===== config.mk =====
export PLATFORM = sky130hd
export DESIGN_NAME = stepper_ramped_indexer
export DESIGN_NICKNAME = d
export VERILOG_FILES = /design/src/hw/rtl/sri_pkg.sv /design/src/hw/rtl/sri_core.sv /design/src/hw/rtl/stepper_ramped_indexer.sv
export SDC_FILE = /design/constraint.sdc
export NUM_CORES = 1
export LEC_CHECK = 0
export ABC_AREA = 1
export BUFFER_PORTS_ARGS = -buffer_cell sky130_fd_sc_hd__buf_4
export CAP_MARGIN = 20
export CORE_ASPECT_RATIO = 1.2
export CORE_MARGIN = 1
export CORE_UTILIZATION = 38
export DETAILED_ROUTE_END_ITERATION = 10
export SLEW_MARGIN = 30
export SYNTH_ARGS = -nofsm -noshare
export SYNTH_HDL_FRONTEND = slang
export SYNTH_SLANG_ARGS = --single-unit

===== constraint.sdc =====
create_clock -name clk -period 7.1 [get_ports clk]
set_input_delay 0.355 -clock clk [delete_from_list [all_inputs] [get_ports clk]]
set_output_delay 0.355 -clock clk [all_outputs]
set_load 0.05 [all_outputs]

===== src/hw/rtl/sri_pkg.sv =====
package sri_pkg;

  localparam int unsigned DLY_W  = 8;
  localparam int unsigned CNT_W  = 8;
  localparam int unsigned BIN_W  = 3;
  localparam int unsigned PH_W   = 2;
  localparam int unsigned COIL_W = 6;
  localparam int unsigned IDX_W  = 3;

  localparam logic [IDX_W-1:0] REG_MIN_DELAY     = 3'd0;
  localparam logic [IDX_W-1:0] REG_MAX_DELAY     = 3'd1;
  localparam logic [IDX_W-1:0] REG_RAMP_STEPS    = 3'd2;
  localparam logic [IDX_W-1:0] REG_HALF_STEPS    = 3'd3;
  localparam logic [IDX_W-1:0] REG_QUARTER_STEPS = 3'd4;
  localparam logic [IDX_W-1:0] REG_HALF_DECEL    = 3'd5;
  localparam logic [IDX_W-1:0] REG_QUARTER_DECEL = 3'd6;

  localparam logic [DLY_W-1:0] RST_MIN_DELAY     = 8'd6;
  localparam logic [DLY_W-1:0] RST_MAX_DELAY     = 8'd20;
  localparam logic [CNT_W-1:0] RST_RAMP_STEPS    = 8'd20;
  localparam logic [CNT_W-1:0] RST_HALF_STEPS    = 8'd100;
  localparam logic [CNT_W-1:0] RST_QUARTER_STEPS = 8'd50;
  localparam logic [CNT_W-1:0] RST_HALF_DECEL    = 8'd89;
  localparam logic [CNT_W-1:0] RST_QUARTER_DECEL = 8'd39;

  localparam logic [BIN_W-1:0] KICK_BIN = 3'd5;
  localparam logic             MODE_MOVE = 1'b0;
  localparam logic             MODE_HOME = 1'b1;

  typedef struct packed {
    logic [DLY_W-1:0] min_delay;
    logic [DLY_W-1:0] max_delay;
    logic [CNT_W-1:0] ramp_steps;
    logic [CNT_W-1:0] half_steps;
    logic [CNT_W-1:0] quarter_steps;
    logic [CNT_W-1:0] half_decel;
    logic [CNT_W-1:0] quarter_decel;
  } cfg_t;

  typedef struct packed {
    logic [PH_W-1:0]  phase;
    logic [CNT_W-1:0] count;
    logic [DLY_W-1:0] delay;
  } state_t;

  typedef struct packed {
    logic [COIL_W-1:0] coil;
    logic [PH_W-1:0]   phase;
    logic [BIN_W-1:0]  new_bin;
    logic [DLY_W-1:0]  delay;
    logic              done;
    logic              kick;
  } result_t;

  function automatic logic [COIL_W-1:0] coil_of(input logic [PH_W-1:0] ph);
    logic [COIL_W-1:0] c;
    unique case (ph)
      2'd0: c = 6'h1B;
      2'd1: c = 6'h1D;
      2'd2: c = 6'h2D;
      2'd3: c = 6'h2B;
      default: c = 6'h1B;
    endcase
    return c;
  endfunction

endpackage


===== src/hw/rtl/sri_core.sv =====
module sri_core
  import sri_pkg::*;
(
  input  cfg_t             cfg,
  input  state_t           st,
  input  logic             mode,
  input  logic [BIN_W-1:0] target_bin,
  input  logic [BIN_W-1:0] current_bin,
  input  logic             hall_hit,
  output state_t           st_nxt,
  output result_t          res
);

  always_comb begin
    logic signed [3:0] diff;
    logic              half;
    logic              back_q;
    logic              fwd_q;
    logic              fwd;
    logic [CNT_W-1:0]  len;
    logic [CNT_W-1:0]  dec;
    logic signed [9:0] d;
    logic [CNT_W:0]    n;
    logic [PH_W-1:0]   ph;
    logic              mv_done;

    diff   = signed'({1'b0, current_bin}) - signed'({1'b0, target_bin});
    half   = (diff == 4'sd2) || (diff == -4'sd2);
    back_q = (diff == 4'sd3) || (diff == -4'sd1);
    fwd_q  = (diff == 4'sd1) || (diff == -4'sd3);
    fwd    = fwd_q;
    len    = half ? cfg.half_steps : cfg.quarter_steps;
    dec    = half ? cfg.half_decel : cfg.quarter_decel;

    // trapezoid: accelerate, then decelerate, each clamped
    d = signed'({2'b00, st.delay});
    if (st.count < cfg.ramp_steps) begin
      d = d - 10'sd2;
      if (d < signed'({2'b00, cfg.min_delay})) begin
        d = signed'({2'b00, cfg.min_delay});
      end
    end
    if (st.count > dec) begin
      d = d + 10'sd2;
      if (d > signed'({2'b00, cfg.max_delay})) begin
        d = signed'({2'b00, cfg.max_delay});
      end
    end

    n       = {1'b0, st.count};
    ph      = st.phase;
    mv_done = 1'b0;
    if (n <= {1'b0, len}) begin
      ph = fwd ? st.phase + 2'd1 : st.phase + 2'd3;
      n  = n + 9'd1;
    end
    if (n >= {1'b0, len}) begin
      n       = '0;
      mv_done = 1'b1;
    end

    st_nxt      = st;
    res.done    = 1'b0;
    res.kick    = 1'b0;
    res.new_bin = current_bin;
    priority if (mode == MODE_HOME) begin
      if (hall_hit) begin
        res.done = 1'b1;
      end else begin
        st_nxt.phase = st.phase + 2'd1;
      end
    end else if (target_bin == KICK_BIN) begin
      res.kick = 1'b1;
    end else if (half || back_q || fwd_q) begin
      st_nxt.phase = ph;
      st_nxt.count = n[CNT_W-1:0];
      st_nxt.delay = d[DLY_W-1:0];
      res.done     = mv_done;
      if (mv_done) begin
        res.new_bin = target_bin;
      end
    end else begin
      st_nxt = st;
    end
    res.phase = st_nxt.phase;
    res.delay = st_nxt.delay;
    res.coil  = coil_of(st_nxt.phase);
  end

endmodule


===== src/hw/rtl/stepper_ramped_indexer.sv =====
// The result of an accepted word is registered and shows at the output from the next cycle.
// Throughput: one word per cycle while out_ready holds; a new word enters while the previous result is taken.
// The output register holds a result until out_ready takes it; in_ready follows it.
// Reset (synchronous, rst_n low): registers to defaults, phase 0, count 0, delay 20,
// output register empty.
module stepper_ramped_indexer
  import sri_pkg::*;
(
  input  logic              clk,
  input  logic              rst_n,
  input  logic              cfg_we,
  input  logic [IDX_W-1:0]  cfg_index,
  input  logic [7:0]        cfg_wdata,
  input  logic              in_valid,
  output logic              in_ready,
  input  logic              in_mode,
  input  logic [BIN_W-1:0]  in_target_bin,
  input  logic [BIN_W-1:0]  in_current_bin,
  input  logic              in_hall_hit,
  output logic              out_valid,
  input  logic              out_ready,
  output logic [COIL_W-1:0] out_coil_pattern,
  output logic [PH_W-1:0]   out_phase,
  output logic [BIN_W-1:0]  out_new_bin,
  output logic [DLY_W-1:0]  out_step_delay,
  output logic              out_move_done,
  output logic              out_kick_part
);

  cfg_t    cfg_r;
  state_t  st_r;
  state_t  st_nxt;
  result_t res_nxt;
  result_t res_r;
  logic    out_valid_r;
  logic    in_fire;

  assign in_ready = !out_valid_r || out_ready;
  assign in_fire  = in_valid && in_ready;

  sri_core u_core (
    .cfg         (cfg_r),
    .st          (st_r),
    .mode        (in_mode),
    .target_bin  (in_target_bin),
    .current_bin (in_current_bin),
    .hall_hit    (in_hall_hit),
    .st_nxt      (st_nxt),
    .res         (res_nxt)
  );

  always_ff @(posedge clk) begin
    if (!rst_n) begin
      cfg_r.min_delay     <= RST_MIN_DELAY;
      cfg_r.max_delay     <= RST_MAX_DELAY;
      cfg_r.ramp_steps    <= RST_RAMP_STEPS;
      cfg_r.half_steps    <= RST_HALF_STEPS;
      cfg_r.quarter_steps <= RST_QUARTER_STEPS;
      cfg_r.half_decel    <= RST_HALF_DECEL;
      cfg_r.quarter_decel <= RST_QUARTER_DECEL;
    end else if (cfg_we) begin
      unique case (cfg_index)
        REG_MIN_DELAY:     cfg_r.min_delay     <= cfg_wdata;
        REG_MAX_DELAY:     cfg_r.max_delay     <= cfg_wdata;
        REG_RAMP_STEPS:    cfg_r.ramp_steps    <= cfg_wdata;
        REG_HALF_STEPS:    cfg_r.half_steps    <= cfg_wdata;
        REG_QUARTER_STEPS: cfg_r.quarter_steps <= cfg_wdata;
        REG_HALF_DECEL:    cfg_r.half_decel    <= cfg_wdata;
        REG_QUARTER_DECEL: cfg_r.quarter_decel <= cfg_wdata;
        default: ;
      endcase
    end
  end

  always_ff @(posedge clk) begin
    if (!rst_n) begin
      st_r.phase  <= '0;
      st_r.count  <= '0;
      st_r.delay  <= RST_MAX_DELAY;
      out_valid_r <= 1'b0;
    end else begin
      if (in_fire) begin
        st_r        <= st_nxt;
        out_valid_r <= 1'b1;
      end else if (out_ready) begin
        out_valid_r <= 1'b0;
      end
    end
  end

  always_ff @(posedge clk) begin
    if (in_fire) begin
      res_r <= res_nxt;
    end
  end

  assign out_valid        = out_valid_r;
  assign out_coil_pattern = res_r.coil;
  assign out_phase        = res_r.phase;
  assign out_new_bin      = res_r.new_bin;
  assign out_step_delay   = res_r.delay;
  assign out_move_done    = res_r.done;
  assign out_kick_part    = res_r.kick;

`ifndef SYNTHESIS
  a_fire_gives_result: assert property (@(posedge clk) disable iff (!rst_n)
    in_fire |=> out_valid_r)
    else $error("accepted word produced no result");

  a_idle_holds_state: assert property (@(posedge clk) disable iff (!rst_n)
    !in_fire |=> $stable(st_r))
    else $error("state moved without an accepted word");

  a_kick_no_motion: assert property (@(posedge clk) disable iff (!rst_n)
    in_fire && in_mode == MODE_MOVE && in_target_bin == KICK_BIN
      |=> out_kick_part && !out_move_done && $stable(st_r))
    else $error("kick request disturbed the motor");

  a_phase_matches: assert property (@(posedge clk) disable iff (!rst_n)
    out_valid_r |-> out_phase == st_r.phase)
    else $error("reported phase differs from motor phase");
`endif

endmodule


After elaboration in Yosys (flattened, before gate mapping)
Cells that the tools add are included.
Storage, ports and cells
  logic and storage cells: 94
  bits in registers: 96
  output and inout bits: 23
Cells by class
  bitwise logic cells: 2
  multiplexer cells: 28
  $add $sub $neg: 6
  $lt $le $gt $ge: 6
  reductions and logical operators: 19
  eq/ne operators: 16
Operator list (number)
  two-way mux 8 bit: 6
  two-way mux 18 bit: 2
  case mux 6 bit (4 select lines): 1
  two-way mux 10 bit: 2
  AND reduction 2 bit: 7
  == test 3 bit, second input constant: 4
  == test 4 x 3 -> 1 bit, second input constant: 3
  two-way mux 3 bit: 4
  adder 10 x 3 -> 10 bit, second input constant: 1
  > comparator 10 x 9 -> 1 bit: 1
  < comparator 10 x 9 -> 1 bit: 1
  adder 8 x 1 -> 9 bit, second input constant: 1
  >= comparator 9 x 8 -> 1 bit: 1
  two-way mux 9 bit: 1
  subtractor 8 x 2 -> 9 bit, second input constant: 1
  == test 4 x 2 -> 1 bit, second input constant: 2
  > comparator 8 bit: 1
  less-or-equal comparator 8 bit: 1
  < comparator 8 bit: 1
  two-way mux 1 bit: 8
  two-way mux 2 bit: 4
  == test 3 x 2 -> 1 bit, second input constant: 2
  logical OR 1 bit: 6
  == test 2 bit, second input constant: 2
  other kinds (13): 14

Logic depth before layout (Yosys ltp)
  word-level depth: 13
  mapped depth: 35
  mapped depth without buffers: 35

Cells and area by module
From an unflattened synthesis, not the netlist that was laid out.
Second synthesis, totals
  cell total of the unflattened synthesis: 896
  area, all modules: 6456.2 um^2
Modules (own cells, without submodules)
  stepper_ramped_indexer: sequential area each 2132.0 um^2, times used 1, area each 3563.4 um^2, cells each 431
  sri_core: sequential area each 0.0 um^2, times used 1, area each 2892.8 um^2, cells each 465

Worst setup path before layout
Ideal clock, no wire load.
  path kind: register to register
  start: reg st_r[1] (netlist bit)
  end: reg res_r, in the netlist out_step_delay[7], data pin
  path slack: 2.022 ns
  clock period less this slack: 5.078 ns
  stages on the path, launching flop included: 33
  arrival: 4.824 ns
  buffers on the path: 0
  cells stage by stage: dfxtp_1 > inv_1 > ha_1 > inv_1 > ha_1 > o21a_1 > o21a_1 > o21a_1 > o21a_1 > o21ai_0 > nand2_1 > a211oi_1 > ha_1 > nand2_1 > o21ai_0 > o21ai_2 > inv_1 > ha_1 > a31o_2 > and2_1 > ha_1 > a21oi_1 > o21ai_0 > a21oi_1 > nor2_1 > a211o_1 > nand2_1 > nand3_4 > nand2_4 > nand2_1 > nand3_1 > nand3_1 > o21a_1
RTL lines
  start, declared: RTL line stepper_ramped_indexer.sv:31  | state_t st_r;
  start signal, assigned: RTL line stepper_ramped_indexer.sv:83  | st_r <= st_nxt;
  end signal, assigned: RTL line stepper_ramped_indexer.sv:93  | res_r <= res_nxt;
  end, declared: RTL line stepper_ramped_indexer.sv:34  | result_t res_r;

==> results.ini <==
[status]
status = finished, final reports clean

[synth]
ys_warn_count = 0
syn_avg_cell_area_um2 = 7.504
yosys-top-cells-area = dfxtp_1, ha_1, edfxtp_1
ys_seq_area_frac = 0.3581
syn_area_mm2 = 0.005786
synth_ff_type = dfxtp_1
synth_most_common_cell = nand2_1
synth-async-reset-ratio = 0
synth_area_leader_cell = dfxtp_1
synth_top_cells_by_count = nand2_1, inv_1, dfxtp_1
synth-seq-cells = 94
synth_edf_count = 19
netlist.area_leader.share = 0.2595
synth.distinct_cells = 47
synthCells = 771

[drt]
viasPerCell = 4.891
wl_per_cell_um = 13.70
first_pass_iters = 4
drc_errors = 0
vias = 4989
drt_iter0_markers = 209
drt-total-wl_um = 13980
antenna_left = 0

[cts]
numCtsBuffers = 9
cts_setup_buffers = 0
cts_max_level = 3
insertion_delay_ps = 360
clk_pin_slew_ps = 70
cts.path.max_buffers = 2
clock-sinks = 94
cts_tree = done
cts_resized = 0
holdBufCountCts = 0
cts_root_buffer = clkbuf_16

[global_routing]
grt_usage = 0.1912
gr-total-overflow = 0
antenna_found_initial = 0
grt_pass1_wl_um = 22710
grt_max_degree = 61
grt_pass1_vias = 4628

[sta]
whs_ps = 286.7
maxSlewHeadroom = 0.4352
skew_ps = 5.655
rsz0062_at_grt = false
finalCriticalPeriod_ps = 5543
layout_setup_ws_ps = 1557
min_period_over_period = 0.7807
drv_slew = 0
tightest_slew_ps = 842.1
hold_violations = 0
fmax_ghz = 0.1804
tns_ps = 0
setup_viol = 0

[power_and_ir_drop]
p_leak_nw = 3.115
power-per-cell-area_mw_per_mm2 = 264.0
ir_drop_uv = 126.3
finalPower_mw = 1.756

[cells_and_area]
area_growth_pct = 14.99
utilization = 0.4447
fill_cells = 1571
drive_gt1_frac = 0.1054
nNetsFinal = 893
stdcell_area_mm2 = 0.006653
antennaDiodeCount = 0
fin_cells = 1020

[die]
rows = 49
pin_count = 47
die_area_mm2 = 0.01572
fp.dieW_um = 114.6
initial_core_util = 0.3868
die_h_um = 137.2
core_mm2 = 0.01496

[critical_path]
cp-start-kind = flip-flop
end_kind = flip-flop
worst-setup-path-type = flip-flop to flip-flop
arrival_ps = 5650
cp_slowest_cell = ha_1
critical_path.max_fanout = 10
crit_top_cell = ha_1
max_stage_delay_ps = 340
required_ps = 7210

[placed_design]
dpl.cell_count = 1004
dpl_cell_area_mm2 = 0.006314
place_congestion = 0.9132
hpwl_um = 10440
preCtsSetupSlack_ps = 1578
port_buffers = 44

[run]
max-cap-violations = 0

[min_path]
hold_path_class = input pin to flip-flop

[routing by layer]
metal | vias up | part of all wire | global-route usage
met5 | - | 0 | 0
met1 | 2243 | 0.46 | 0.2325
li1 | 2626 | - | -
met2 | 98 | 0.48 | 0.3279
met4 | 0 | 0.026 | 0.09957
met3 | 22 | 0.035 | 0.02657
[kinds of logic (layout without fill, tap and decap cells)]
family,after synthesis,count (layout),synth area share
adder cells (fa/ha/maj),58,58,0.1267
other,1,2,0.0006482
flip-flops,94,94,0.3581
XOR/XNOR,15,15,0.02271
AND/OR/NAND/NOR,304,304,0.2312
multiplexers,12,12,0.02119
AO/OA/AOI/OAI,158,158,0.1538
buffers and inverters,129,173,0.08564
[path summary, 6_finish.rpt]
path                startpoint                end  slack [ps]  cells past startpoint
max reg2reg            st_r[1]  out_step_delay[5]        1560                     31
max                    st_r[1]  out_step_delay[5]        1560                     31
min reg2reg          cfg_r[27]          cfg_r[27]         450                      2
min          in_current_bin[0]     out_new_bin[0]         290                      3
[worst max-delay path: cells and delay by family, from the launching register on]
kind	cells	cell delay, ps
compound gates	13	2080
fa+ha+maj	5	1420
simple gates	10	970
flops	1	320
buf+inv	2	290
xor+xnor	1	220
[cells in the final DEF, fill, tap and decap left out, drive strengths merged, types with 3 or more instances in the layout]
| cell | netlist | final |
|---|---|---|
| ha | 57 | 57 |
| nand4 | 11 | 11 |
| o21a | 7 | 7 |
| a21boi | 3 | 3 |
| o21ai | 67 | 67 |
| nor2 | 69 | 69 |
| nand2 | 157 | 157 |
| bufinv | 0 | 3 |
| inv | 110 | 110 |
| mux2i | 10 | 10 |
| a211oi | 4 | 4 |
| xor2 | 12 | 12 |
| nor3 | 4 | 4 |
| o211ai | 7 | 7 |
| nand3 | 58 | 58 |
| dfxtp | 75 | 75 |
| a21oi | 62 | 62 |
| buf | 5 | 46 |
| clkbuf | 13 | 10 |
| xnor2 | 3 | 3 |
| edfxtp | 19 | 19 |
[sequential cells by signal, summed over array words and instances, names as in the netlist]
name / flops
out_valid: 1
out_coil_pattern: 4
out_new_bin: 3
out_kick_part: 1
out_move_done: 1
out_phase: 2
cfg_r: 56
st_r: 18
out_step_delay: 8
[cell type report]
cell class                      count  area (µm²)  area share
Tap cell                          204       255.2     0.03837
Inverter                          111       416.7     0.06263
Timing Repair Buffer               46       345.3     0.05191
Clock inverter                      6       110.1     0.01655
Multi-Input combinational cell    549        3224      0.4847
Clock buffer                       10       229.0     0.03442
Sequential cell                    94        2072      0.3115
[where the power goes]
| group | internal [mW] | leakage (nW) | total [mW] | switching [mW] |
|---|---|---|---|---|
| logic | 0.204 | 2.16 | 0.592 | 0.388 |
| clock network | 0.344 | 0.159 | 0.562 | 0.218 |
| registers | 0.584 | 0.797 | 0.602 | 0.0179 |
| total | 1.13 | 3.11 | 1.76 | 0.624 |
Power figures use the tool's default switching activity.
